**src/psg_three_voice_sound_generator_top_macros.svh**
```systemverilog
// Assertion macros for the three-voice sound generator.
// Included by the top level; no other dependencies.
`ifndef PSG_THREE_VOICE_SOUND_GENERATOR_TOP_MACROS_SVH
`define PSG_THREE_VOICE_SOUND_GENERATOR_TOP_MACROS_SVH

// condition in one cycle implies consequence in the next
`define PSG_ASSERT_NEXT(label, clk, rst_n, ante, cons) \
    label: assert property (@(posedge clk) disable iff (!rst_n) (ante) |=> (cons)) \
        else $error("psg: next-cycle check failed");

// invariant at every clock edge out of reset
`define PSG_ASSERT_ALWAYS(label, clk, rst_n, cond) \
    label: assert property (@(posedge clk) disable iff (!rst_n) (cond)) \
        else $error("psg: invariant check failed");

`endif

```
**src/psg_pkg.sv**
```systemverilog
// Shared types and constants of the three-voice sound generator.
// No dependencies; used by the interfaces, the envelope unit and the top level.
package psg_pkg;

    typedef logic [3:0] t_reg_addr;
    typedef logic [7:0] t_reg_data;
    typedef logic [4:0] t_level;
    typedef logic [3:0] t_shape;

    localparam logic CMD_WRITE = 1'b0;
    localparam logic CMD_TICK  = 1'b1;

    localparam t_reg_addr ADDR_TONE_A_LO = 4'd0;
    localparam t_reg_addr ADDR_TONE_A_HI = 4'd1;
    localparam t_reg_addr ADDR_TONE_B_LO = 4'd2;
    localparam t_reg_addr ADDR_TONE_B_HI = 4'd3;
    localparam t_reg_addr ADDR_TONE_C_LO = 4'd4;
    localparam t_reg_addr ADDR_TONE_C_HI = 4'd5;
    localparam t_reg_addr ADDR_NOISE     = 4'd6;
    localparam t_reg_addr ADDR_MIXER     = 4'd7;
    localparam t_reg_addr ADDR_VOL_A     = 4'd8;
    localparam t_reg_addr ADDR_VOL_B     = 4'd9;
    localparam t_reg_addr ADDR_VOL_C     = 4'd10;
    localparam t_reg_addr ADDR_ENV_LO    = 4'd11;
    localparam t_reg_addr ADDR_ENV_HI    = 4'd12;
    localparam t_reg_addr ADDR_ENV_SHAPE = 4'd13;

    localparam t_level LEVEL_TOP = 5'h1F;

    typedef struct packed {
        logic      tick;
        logic      wr_period_lo;
        logic      wr_period_hi;
        logic      wr_shape;
        t_reg_data data;
    } t_env_ctl;

endpackage

```
**src/psg_ifs.sv**
```systemverilog
// Valid/ready channel interfaces: command transactions in, level transactions out.
// Depends on psg_pkg.
interface psg_cmd_if
    import psg_pkg::*;
();
    logic      valid;
    logic      ready;
    logic      command;
    t_reg_addr reg_addr;
    t_reg_data reg_data;

    modport source (output valid, output command, output reg_addr, output reg_data,
                    input ready);
    modport sink   (input valid, input command, input reg_addr, input reg_data,
                    output ready);
endinterface

interface psg_lvl_if
    import psg_pkg::*;
();
    logic   valid;
    logic   ready;
    t_level level_a;
    t_level level_b;
    t_level level_c;

    modport source (output valid, output level_a, output level_b, output level_c,
                    input ready);
    modport sink   (input valid, input level_a, input level_b, input level_c,
                    output ready);
endinterface

```
**src/psg_env.sv**
```systemverilog
// Envelope generator: period, shape, two-segment level stepping.
// Depends on psg_pkg; the next level is given out for the result register.
module psg_env
    import psg_pkg::*;
(
    input  logic     i_clk,
    input  logic     i_rst_n,
    input  t_env_ctl i_ctl,
    output t_level   o_level_next
);

    logic [15:0] r_period, n_period;
    logic [15:0] r_count,  n_count;
    t_shape      r_shape,  n_shape;
    logic        r_seg,    n_seg;
    t_level      r_level,  n_level;

    // start level per shape and segment
    function automatic t_level env_start(input t_shape shape, input logic seg);
        t_level lvl;
        if (!seg) begin
            lvl = shape[2] ? 5'd0 : LEVEL_TOP;
        end else begin
            unique case (shape)
                4'd8, 4'd11, 4'd13, 4'd14: lvl = LEVEL_TOP;
                default:                   lvl = 5'd0;
            endcase
        end
        return lvl;
    endfunction

    // step per shape and segment, as a 6-bit two's complement delta
    function automatic logic [5:0] env_step(input t_shape shape, input logic seg);
        logic [5:0] d;
        if (!seg) begin
            d = shape[2] ? 6'd1 : 6'h3F;
        end else begin
            unique case (shape)
                4'd8, 4'd14: d = 6'h3F;
                4'd10, 4'd12: d = 6'd1;
                default:      d = 6'd0;
            endcase
        end
        return d;
    endfunction

    logic [16:0] w_next;
    logic [15:0] w_p;
    logic [5:0]  w_lvl;

    always_comb begin
        n_period = r_period;
        n_count  = r_count;
        n_shape  = r_shape;
        n_seg    = r_seg;
        n_level  = r_level;
        w_next   = {1'b0, r_count} + 17'd1;
        w_lvl    = {1'b0, r_level} + env_step(r_shape, r_seg);
        w_p      = r_period;
        if (i_ctl.wr_period_lo) begin
            w_p      = {r_period[15:8], i_ctl.data};
            n_period = w_p | {15'd0, (w_p == 16'd0)};
        end
        if (i_ctl.wr_period_hi) begin
            w_p      = {i_ctl.data, r_period[7:0]};
            n_period = w_p | {15'd0, (w_p == 16'd0)};
        end
        if (i_ctl.wr_shape) begin
            n_shape = i_ctl.data[3:0];
            n_count = 16'd0;
            n_seg   = 1'b0;
            n_level = env_start(i_ctl.data[3:0], 1'b0);
        end
        if (i_ctl.tick) begin
            if (w_next >= {1'b0, r_period}) begin
                n_count = 16'd0;
                if (w_lvl[5]) begin
                    n_seg   = ~r_seg;
                    n_level = env_start(r_shape, ~r_seg);
                end else begin
                    n_level = w_lvl[4:0];
                end
            end else begin
                n_count = w_next[15:0];
            end
        end
    end

    always_ff @(posedge i_clk) begin
        if (!i_rst_n) begin
            r_period <= 16'd1;
            r_count  <= 16'd0;
            r_shape  <= 4'd0;
            r_seg    <= 1'b0;
            r_level  <= LEVEL_TOP;
        end else begin
            r_period <= n_period;
            r_count  <= n_count;
            r_shape  <= n_shape;
            r_seg    <= n_seg;
            r_level  <= n_level;
        end
    end

    assign o_level_next = n_level;

endmodule

```
**src/psg_three_voice_sound_generator_top.sv**
```systemverilog
// Top level of the three-voice sound generator: input register, tone, noise,
// mixer and volume state, result register. Depends on psg_pkg, psg_ifs, psg_env.
//
//   channel   dir   modport  carries
//   i_cmd     in    sink     command, reg_addr, reg_data
//   o_lvl     out   source   level_a, level_b, level_c (ticks only)
//
// One transaction per cycle sustained while o_lvl is not stalled. A tick passes
// through the input register, and its levels are then held in the result register.
// Register writes give no output transaction. Synchronous active-low reset
// restores all generator state. While o_lvl is stalled a tick waits in the input
// register and i_cmd.ready drops only if that register cannot drain.
`include "psg_three_voice_sound_generator_top_macros.svh"

module psg_three_voice_sound_generator_top
    import psg_pkg::*;
(
    input  logic      i_clk,
    input  logic      i_rst_n,
    psg_cmd_if.sink   i_cmd,
    psg_lvl_if.source o_lvl
);

    // input register
    logic      r_in_valid;
    logic      r_cmd;
    t_reg_addr r_addr;
    t_reg_data r_data;

    // generator state
    logic [11:0] r_tone_period [3];
    logic [11:0] n_tone_period [3];
    logic [11:0] r_tone_count  [3];
    logic [11:0] n_tone_count  [3];
    logic [2:0]  r_tone_bit,    n_tone_bit;
    logic [2:0]  r_tone_off,    n_tone_off;
    logic [2:0]  r_noise_off,   n_noise_off;
    logic [3:0]  r_vol [3];
    logic [3:0]  n_vol [3];
    logic [2:0]  r_use_env,     n_use_env;
    logic [4:0]  r_noise_period, n_noise_period;
    logic [5:0]  r_noise_count,  n_noise_count;
    logic [16:0] r_noise_lfsr,   n_noise_lfsr;

    // result register
    logic   r_out_valid;
    t_level r_out [3];
    t_level n_out [3];

    logic     w_out_free, w_adv, w_tick, w_wr;
    logic     w_gate;
    logic [1:0] w_ch;
    logic [11:0] w_tp;
    logic [12:0] w_tnext;
    logic [6:0]  w_nnext;
    t_env_ctl w_env_ctl;
    t_level   w_env_level;

    assign w_out_free  = !r_out_valid || o_lvl.ready;
    assign w_adv       = r_in_valid && ((r_cmd == CMD_WRITE) || w_out_free);
    assign w_tick      = w_adv && (r_cmd == CMD_TICK);
    assign w_wr        = w_adv && (r_cmd == CMD_WRITE);
    assign i_cmd.ready = !r_in_valid || w_adv;

    always_comb begin
        w_env_ctl.tick         = w_tick;
        w_env_ctl.wr_period_lo = w_wr && (r_addr == ADDR_ENV_LO);
        w_env_ctl.wr_period_hi = w_wr && (r_addr == ADDR_ENV_HI);
        w_env_ctl.wr_shape     = w_wr && (r_addr == ADDR_ENV_SHAPE);
        w_env_ctl.data         = r_data;
    end

    psg_env u_env (
        .i_clk        (i_clk),
        .i_rst_n      (i_rst_n),
        .i_ctl        (w_env_ctl),
        .o_level_next (w_env_level)
    );

    always_comb begin
        n_tone_period  = r_tone_period;
        n_tone_count   = r_tone_count;
        n_tone_bit     = r_tone_bit;
        n_tone_off     = r_tone_off;
        n_noise_off    = r_noise_off;
        n_vol          = r_vol;
        n_use_env      = r_use_env;
        n_noise_period = r_noise_period;
        n_noise_count  = r_noise_count;
        n_noise_lfsr   = r_noise_lfsr;
        n_out          = r_out;
        w_ch           = r_addr[2:1];
        w_tp           = 12'd0;
        w_tnext        = 13'd0;
        w_gate         = 1'b0;
        w_nnext        = {1'b0, r_noise_count} + 7'd1;

        if (w_wr) begin
            unique case (r_addr)
                ADDR_TONE_A_LO, ADDR_TONE_B_LO, ADDR_TONE_C_LO: begin
                    w_tp = {r_tone_period[w_ch][11:8], r_data};
                    n_tone_period[w_ch] = w_tp | {11'd0, (w_tp == 12'd0)};
                end
                ADDR_TONE_A_HI, ADDR_TONE_B_HI, ADDR_TONE_C_HI: begin
                    w_tp = {r_data[3:0], r_tone_period[w_ch][7:0]};
                    n_tone_period[w_ch] = w_tp | {11'd0, (w_tp == 12'd0)};
                end
                ADDR_NOISE: begin
                    n_noise_period = r_data[4:0] | {4'd0, (r_data[4:0] == 5'd0)};
                end
                ADDR_MIXER: begin
                    n_tone_off  = r_data[2:0];
                    n_noise_off = r_data[5:3];
                end
                ADDR_VOL_A, ADDR_VOL_B, ADDR_VOL_C: begin
                    w_ch = 2'(r_addr - ADDR_VOL_A);
                    n_vol[w_ch]     = r_data[3:0];
                    n_use_env[w_ch] = r_data[4];
                end
                default: begin
                end
            endcase
        end

        if (w_tick) begin
            if (w_nnext >= {1'b0, r_noise_period, 1'b0}) begin
                n_noise_count = 6'd0;
                n_noise_lfsr  = {r_noise_lfsr[0] ^ r_noise_lfsr[3], r_noise_lfsr[16:1]};
            end else begin
                n_noise_count = w_nnext[5:0];
            end
            for (int ch = 0; ch < 3; ch++) begin
                w_tnext = {1'b0, r_tone_count[ch]} + 13'd1;
                if (w_tnext >= {1'b0, r_tone_period[ch]}) begin
                    n_tone_count[ch] = 12'd0;
                    n_tone_bit[ch]   = ~r_tone_bit[ch];
                end else begin
                    n_tone_count[ch] = w_tnext[11:0];
                end
                w_gate = (n_tone_bit[ch] | r_tone_off[ch])
                       & (n_noise_lfsr[0] | r_noise_off[ch]);
                if (!w_gate) begin
                    n_out[ch] = 5'd0;
                end else if (r_use_env[ch]) begin
                    n_out[ch] = w_env_level;
                end else begin
                    n_out[ch] = {r_vol[ch], 1'b1};
                end
            end
        end
    end

    always_ff @(posedge i_clk) begin
        if (!i_rst_n) begin
            r_in_valid     <= 1'b0;
            r_out_valid    <= 1'b0;
            r_tone_bit     <= 3'd0;
            r_tone_off     <= 3'd0;
            r_noise_off    <= 3'd0;
            r_use_env      <= 3'd0;
            r_noise_period <= 5'd1;
            r_noise_count  <= 6'd0;
            r_noise_lfsr   <= 17'd1;
            for (int ch = 0; ch < 3; ch++) begin
                r_tone_period[ch] <= 12'd1;
                r_tone_count[ch]  <= 12'd0;
                r_vol[ch]         <= 4'd0;
            end
        end else begin
            if (i_cmd.ready) begin
                r_in_valid <= i_cmd.valid;
            end
            if (w_tick) begin
                r_out_valid <= 1'b1;
            end else if (o_lvl.ready) begin
                r_out_valid <= 1'b0;
            end
            r_tone_period  <= n_tone_period;
            r_tone_count   <= n_tone_count;
            r_tone_bit     <= n_tone_bit;
            r_tone_off     <= n_tone_off;
            r_noise_off    <= n_noise_off;
            r_vol          <= n_vol;
            r_use_env      <= n_use_env;
            r_noise_period <= n_noise_period;
            r_noise_count  <= n_noise_count;
            r_noise_lfsr   <= n_noise_lfsr;
        end
    end

    always_ff @(posedge i_clk) begin
        if (i_cmd.ready) begin
            r_cmd  <= i_cmd.command;
            r_addr <= i_cmd.reg_addr;
            r_data <= i_cmd.reg_data;
        end
        r_out <= n_out;
    end

    assign o_lvl.valid   = r_out_valid;
    assign o_lvl.level_a = r_out[0];
    assign o_lvl.level_b = r_out[1];
    assign o_lvl.level_c = r_out[2];

    // a write never produces an output transaction
    `PSG_ASSERT_NEXT(a_write_no_out, i_clk, i_rst_n, r_in_valid && (r_cmd == CMD_WRITE) && !r_out_valid, !r_out_valid)
    // a tick that leaves the input register shows up as an output transaction
    `PSG_ASSERT_NEXT(a_tick_gives_out, i_clk, i_rst_n, w_tick, r_out_valid)
    // the noise register never locks up at zero
    `PSG_ASSERT_ALWAYS(a_lfsr_live, i_clk, i_rst_n, r_noise_lfsr != 17'd0)

endmodule

```
**src/flat_wrapper.sv**
```systemverilog
// flat-port wrapper written by rule: the top's interface ports become plain ports
module psg_three_voice_sound_generator_top_flat import psg_pkg::*;
  (i_clk, i_rst_n, i_cmd_valid, i_cmd_command, i_cmd_reg_addr, i_cmd_reg_data, i_cmd_ready, o_lvl_valid, o_lvl_level_a, o_lvl_level_b, o_lvl_level_c, o_lvl_ready);
  psg_cmd_if i_cmd_i ();
  psg_lvl_if o_lvl_i ();
  input  logic i_clk;
  input  logic i_rst_n;
  input wire logic [$bits(i_cmd_i.valid)-1:0] i_cmd_valid;
  input wire logic [$bits(i_cmd_i.command)-1:0] i_cmd_command;
  input wire logic [$bits(i_cmd_i.reg_addr)-1:0] i_cmd_reg_addr;
  input wire logic [$bits(i_cmd_i.reg_data)-1:0] i_cmd_reg_data;
  output wire logic [$bits(i_cmd_i.ready)-1:0] i_cmd_ready;
  output wire logic [$bits(o_lvl_i.valid)-1:0] o_lvl_valid;
  output wire logic [$bits(o_lvl_i.level_a)-1:0] o_lvl_level_a;
  output wire logic [$bits(o_lvl_i.level_b)-1:0] o_lvl_level_b;
  output wire logic [$bits(o_lvl_i.level_c)-1:0] o_lvl_level_c;
  input wire logic [$bits(o_lvl_i.ready)-1:0] o_lvl_ready;
  assign i_cmd_i.valid = i_cmd_valid;
  assign i_cmd_i.command = i_cmd_command;
  assign i_cmd_i.reg_addr = i_cmd_reg_addr;
  assign i_cmd_i.reg_data = i_cmd_reg_data;
  assign i_cmd_ready = i_cmd_i.ready;
  assign o_lvl_valid = o_lvl_i.valid;
  assign o_lvl_level_a = o_lvl_i.level_a;
  assign o_lvl_level_b = o_lvl_i.level_b;
  assign o_lvl_level_c = o_lvl_i.level_c;
  assign o_lvl_i.ready = o_lvl_ready;
  psg_three_voice_sound_generator_top u_core (.i_clk(i_clk), .i_rst_n(i_rst_n), .i_cmd(i_cmd_i), .o_lvl(o_lvl_i));
endmodule
```
**config.mk**
```make
export PLATFORM = sky130hd
export DESIGN_NAME = psg_three_voice_sound_generator_top_flat
export DESIGN_NICKNAME = d
export VERILOG_FILES = /design/src/psg_pkg.sv /design/src/psg_ifs.sv /design/src/psg_env.sv /design/src/psg_three_voice_sound_generator_top.sv /design/src/flat_wrapper.sv
export VERILOG_INCLUDE_DIRS = /design/src /design/src/src
export SDC_FILE = /design/constraint.sdc
export NUM_CORES = 1
export LEC_CHECK = 0
export BUFFER_PORTS_ARGS = -buffer_cell sky130_fd_sc_hd__buf_2
export CAP_MARGIN = 20
export CORE_ASPECT_RATIO = 2
export CORE_MARGIN = 2
export CORE_UTILIZATION = 31
export CTS_CLUSTER_DIAMETER = 200
export DETAILED_ROUTE_END_ITERATION = 8
export MAX_ROUTING_LAYER = met4
export PLACE_DENSITY = 0.46
export SLEW_MARGIN = 10
export SYNTH_ARGS = -nofsm -noshare
export SYNTH_HDL_FRONTEND = slang
export SYNTH_SLANG_ARGS = --single-unit
```
**constraint.sdc**
```tcl
create_clock -name i_clk -period 4.7 [get_ports i_clk]
set_clock_uncertainty 0.2 [all_clocks]
set_input_delay 0.47 -clock i_clk [delete_from_list [all_inputs] [get_ports i_clk]]
set_output_delay 0.47 -clock i_clk [all_outputs]
set_load 0.05 [all_outputs]
```
* Word-level counts from Yosys, hierarchy flattened
Index checks and enable logic that the tools add are counted.
Word-level totals: bits in registers 196, logic and storage cells 176, output and inout bits 17
Cells by class: muxes and demuxes 51, bitwise logic cells 22, reductions and logical operators 35, $add $sub $neg 7, $lt $le $gt $ge 11, equal/unequal tests 20
Operators with widths (count):
- 16-bit 2-to-1 mux | 5
- 36-bit bitwise mux | 2
- 12-bit 2-to-1 mux | 6
- 36-bit case mux with 2 select lines | 1
- 5-bit 2-to-1 mux | 11
- 4-bit == test, second input constant | 12
- 12-bit by 1-bit adder with 13-bit output, second input constant | 3
- 13-bit by 12-bit greater-or-equal comparator with 1-bit output | 3
- 17-bit 2-to-1 mux | 2
- 16-bit zero test | 2
- 16-bit by 1-bit bitwise OR with 16-bit output | 2
- 12-bit binary-select mux with 2-bit select | 1
- 12-bit demux with 2-bit select | 1
- 12-bit zero test | 2
- 12-bit by 1-bit bitwise OR with 12-bit output | 2
- 6-bit 2-to-1 mux | 3
- 16-bit by 1-bit adder with 17-bit output, second input constant | 1
- 17-bit by 16-bit greater-or-equal comparator with 1-bit output | 1
- 4-bit by 3-bit == test with 1-bit output, second input constant | 4
- 1-bit 2-to-1 mux | 13
- 12-bit bitwise mux | 1
- 6-bit case mux with 2 select lines | 1
- 2-bit AND reduction | 5
- 1-bit logical AND | 9
- 29 further kinds | 53

* Logic depth before layout (Yosys ltp)
word-level depth 10, gate-level depth with buffers 15, mapped depth without buffers 12

* Cells and area by module
A second synthesis with hierarchy kept.
Second synthesis, totals: cells, all modules 1211, area, all modules 10506.3 um^2
By module, submodules not included:
- psg_three_voice_sound_generator_top | area an instance 7996.4 um^2, times used 1, cells each 924
- psg_env | area an instance 2509.9 um^2, times used 1, cells each 287

* Worst setup path before layout
OpenSTA, ideal clock, no wires.
kind register to register, start register u_core.u_env.r_count[0], end register u_core.r_out (netlist bit u_core.o_lvl.level_a[3]) (data pin), data required time 4.227 ns, clock period less this slack 3.761 ns, buffers on the path 2, arrival 3.288 ns, setup time 0.273 ns, stages on the path, launching flop included 15, slack 0.939 ns, cells stage by stage dfxtp_1 ha_1 nand4_1 or4_1 nor2_1 xor2_1 ha_1 nand4_1 nor2_1 a311o_2 o31a_1 buf_4 buf_2 o211ai_1 a31oi_1
On the way: longest elaborated chain between the ends 5
RTL lines:
- start: declaration | RTL line psg_env.sv:13 | logic [15:0] r_count, n_count;
- start signal: assignment | RTL line psg_env.sv:98 | r_count <= n_count;
- 16-bit by 1-bit adder with 17-bit output | RTL line psg_env.sv:57 | w_next = {1'b0, r_count} + 17'd1;
- 17-bit by 16-bit greater-or-equal comparator with 1-bit output | RTL line psg_env.sv:75 | if (w_next >= {1'b0, r_period}) begin
- 5-bit 2-to-1 mux | RTL line psg_env.sv:75
- 5-bit 2-to-1 mux | RTL line psg_env.sv:74 | if (i_ctl.tick) begin
- 5-bit 2-to-1 mux | RTL line psg_three_voice_sound_generator_top.sv:144 | end else if (r_use_env[ch]) begin
- end signal: assignment | RTL line psg_three_voice_sound_generator_top.sv:197 | r_out <= n_out;
- end: declaration | RTL line psg_three_voice_sound_generator_top.sv:47 | t_level r_out [3];
Every way passes these cells. A chain may end at the register's enable or synchronous reset.

* Final worst setup path
start register u_core.u_env.r_count[0], end register u_core.r_out (netlist bit u_core.o_lvl.level_b[3]) (data pin)
Same word-level chain as after synthesis.

==> results.json <==
{
  "outcome": "finished, final reports clean",
  "rsz0062_at_grt": "no",
  "port_buffers": 33,
  "die-area_um2": 37000,
  "wl_mm": 33.2,
  "clkPwrFrac": 0.424,
  "h-tree-depth": 4,
  "antenna_found_initial": 0,
  "vias_per_cell": 5.28,
  "pin_count": 34,
  "final_cell_mix": "dfxtp_1, nand2_1, nor2_1, a21oi_1, ha_1",
  "nets": 1398,
  "fp.dieW_um": 137,
  "cp_max_fo": 12,
  "drc": 0,
  "synth-seq-cells": 196,
  "critPathLaunchType": "flip-flop",
  "numCtsBuffers": 17,
  "rr_worst_depth": 13,
  "tightest_slew_ns": 1.06,
  "ys_warn_count": 0,
  "cts_max_path_buffers": 2,
  "yosysTopAreaCellShare": 0.307,
  "clock_latency_ns": 0.47,
  "cts_root_buffer": "clkbuf_16",
  "first_global_vias": 9227,
  "yosys.area.top_type": "dfxtp_1",
  "intPower_w": 0.00251,
  "power.share.switching": 0.283,
  "yosysSeqAreaShare": 0.383,
  "cellPowerDensity_nw_per_um2": 286,
  "reg2reg_slack_ns": 0.41,
  "busiest_layer": "met2",
  "tns_ns": 0,
  "relSlewSlack": 0.290,
  "drive_gt1_frac": 0.0905,
  "grt_pass1_wl_mm": 51.2,
  "min_path_type": "input pin to flip-flop",
  "fin_crit_sh": 0.914,
  "stdcell_count": 1771,
  "cts_tree": "done",
  "worstReg2RegEnd": "u_core.o_lvl.level_b[3]$_SDFFCE_PN0P_",
  "first_iter_violations": 501,
  "power.leakage_nw": 4.59,
  "power_w": 0.00350,
  "grt_usage": 0.187,
  "place_congestion": 0.911,
  "synthDistinctLibCells": 80,
  "cts_sinks": 196,
  "antenna_cells": 0,
  "num_rows": 97,
  "endpoint": "u_core.o_lvl.level_b[3]$_SDFFCE_PN0P_",
  "criticalPathCategory": "flip-flop to flip-flop",
  "vias": 9352,
  "place_inst": 1726,
  "cp-end-kind": "flip-flop",
  "synthTopCellsByArea": "dfxtp_1, edfxtp_1, ha_1, nand2_1, mux2i_1",
  "die_h_um": 270,
  "layout_min_cycle_time_ns": 4.29,
  "finalHoldViolations": 0,
  "synth-async-reset-ratio": 0,
  "met2_usage": 0.356,
  "use_met3": 0.0238,
  "clk_pin_slew_ns": 0.08,
  "start_util": 0.314,
  "setup_viol": 0,
  "grt_remaining_overflow": 0,
  "dp_hpwl_mm": 24.3,
  "grt_max_degree": 64,
  "arrival_ns": 4.27,
  "startpoint": "u_core.u_env.r_count[0]$_SDFFE_PN0P_",
  "netlist_area_um2": 11000,
  "drt-pass1-iter-count": 5,
  "core_area_um2": 35000,
  "critical_path_required_ns": 4.67,
  "drv_slew": 0,
  "seqPwrFrac": 0.497,
  "pre_cts_slack_ns": 0.437,
  "clock.fmax_mhz": 233,
  "drv_cap": 0,
  "area_delta_synth_final_pct": 11.7,
  "ant_nets": 0,
  "r2r_start": "u_core.u_env.r_count[0]$_SDFFE_PN0P_",
  "net-switching-power_w": 0.000992,
  "avgSynthCellArea_um2": 8.39,
  "peakVddDrop_mv": 0.196,
  "grtUsageMet1": 0.183,
  "netlist_instances": 1307,
  "wire_per_inst_um": 18.7,
  "final.setup.worst_slack_ns": 0.406,
  "syn_nets": 1392,
  "synth_edf_count": 28,
  "ys.flop_type": "dfxtp_1",
  "final_common_cell": "dfxtp_1",
  "combPwrFrac": 0.078,
  "fillerInstances": 3664
}
## how the worst min path moves through the flow
stage	cells past startpoint	slack [ns]	start	end
6_report	3	0.05	i_cmd_valid	u_core.r_in_valid$_SDFFE_PN0P_
3_3_place_gp	2	0.24	u_core.r_noise_lfsr[5]$_SDFFE_PN0P_	u_core.r_noise_lfsr[4]$_SDFFE_PN0P_
5_1_grt	3	0.04	i_cmd_valid	u_core.r_in_valid$_SDFFE_PN0P_
3_5_place_dp	2	0.24	u_core.r_noise_lfsr[5]$_SDFFE_PN0P_	u_core.r_noise_lfsr[4]$_SDFFE_PN0P_
2_1_floorplan	2	0.23	u_core.r_tone_count[11]$_SDFFE_PN0P_	u_core.r_tone_count[11]$_SDFFE_PN0P_
4_1_cts	3	0.02	i_cmd_valid	u_core.r_in_valid$_SDFFE_PN0P_
## per-stage QoR
stage	util	instance area (um^2)	hold slack (ns)
global route	0.351	12300	0.0446
detailed placement	0.330	11500	0.243
CTS	0.351	12300	0.0236
finish	0.351	12300	0.0511
floorplan	-	11000	0.232
global placement	0.330	11500	0.239
## cell families after synthesis
group / synth area share
AO/OA/AOI/OAI: 0.170
buffers and inverters: 0.0533
flip-flops: 0.383
AND/OR/NAND/NOR: 0.221
multiplexers: 0.0506
adder cells (fa/ha/maj): 0.0782
XOR/XNOR: 0.0430
## registers in the layout, summed over array words and instances (netlist names), 3 cells and up
name / count
u_core.r_tone_count: 36
u_core.r_tone_period: 36
u_core.r_noise_lfsr: 17
u_core.u_env.r_count: 16
u_core.u_env.r_period: 16
u_core.r_vol: 12
u_core.r_data: 8
u_core.r_noise_count: 6
u_core.o_lvl.level_a: 5
u_core.o_lvl.level_b: 5
u_core.o_lvl.level_c: 5
u_core.r_noise_period: 5
u_core.u_env.r_level: 5
u_core.r_addr: 4
u_core.u_env.r_shape: 4
u_core.r_noise_off: 3
u_core.r_tone_bit: 3
u_core.r_tone_off: 3
u_core.r_use_env: 3
## worst max-delay path, cell delays in order (launching register included)
cell and delay, ns:
dfxtp_1 0.42, ha_1 0.27, nand4_1 0.23, or4_1 0.65
nor2_1 0.17, xor2_1 0.21, ha_1 0.28, nand4_1 0.12
nor2_1 0.07, a311o_2 0.42, o31a_1 0.50, buf_4 0.27
o211ai_1 0.08, a31oi_1 0.10
## final cells by class
| type | count | area, um^2 | area share |
|---|---|---|---|
| multi-input combinational | 965 | 6190 | 0.505 |
| sequential | 196 | 4200 | 0.343 |
| tap | 445 | 557 | 0.0454 |
| timing repair buffer | 71 | 483 | 0.0394 |
| clock buffer | 17 | 425 | 0.0347 |
| inverter | 62 | 235 | 0.0192 |
| clock inverter | 15 | 163 | 0.0133 |
## cell usage after synthesis (31+ instances only)
library cell	n
dfxtp_1	168
inv_1	60
ha_1	67
mux2i_1	51
a21oi_1	97
a31oi_1	44
clkbuf_1	59
nor2_1	103
nand3_1	64
xnor2_1	31
nand2_1	161
o21ai_0	41
## repair_timing
action,4_1_cts,5_1_grt
setup buffers,0,0
resized for setup,0,0
hold buffers,13,0
endpoints found under the hold margin,13,0
## layer usage
layer / vias to the layer above / wire length (um)
met5: - / 0
met4: 0 / 1130
met3: 59 / 649
met2: 149 / 18700
met1: 4460 / 12700
li1: 4684 / -
## power by group through the flow
stage	Clock, W	Combinational [W]	Sequential, W
CTS	0.00154	0.000277	0.00174
detailed placement	0	0.000267	0.00178
floorplan	0	0.000163	0.00178
global placement	0	0.000267	0.00178
finish	0.00149	0.000274	0.00174
global route	0.00159	0.000295	0.00175
Note: power is estimated with default switching activity, not from simulation.
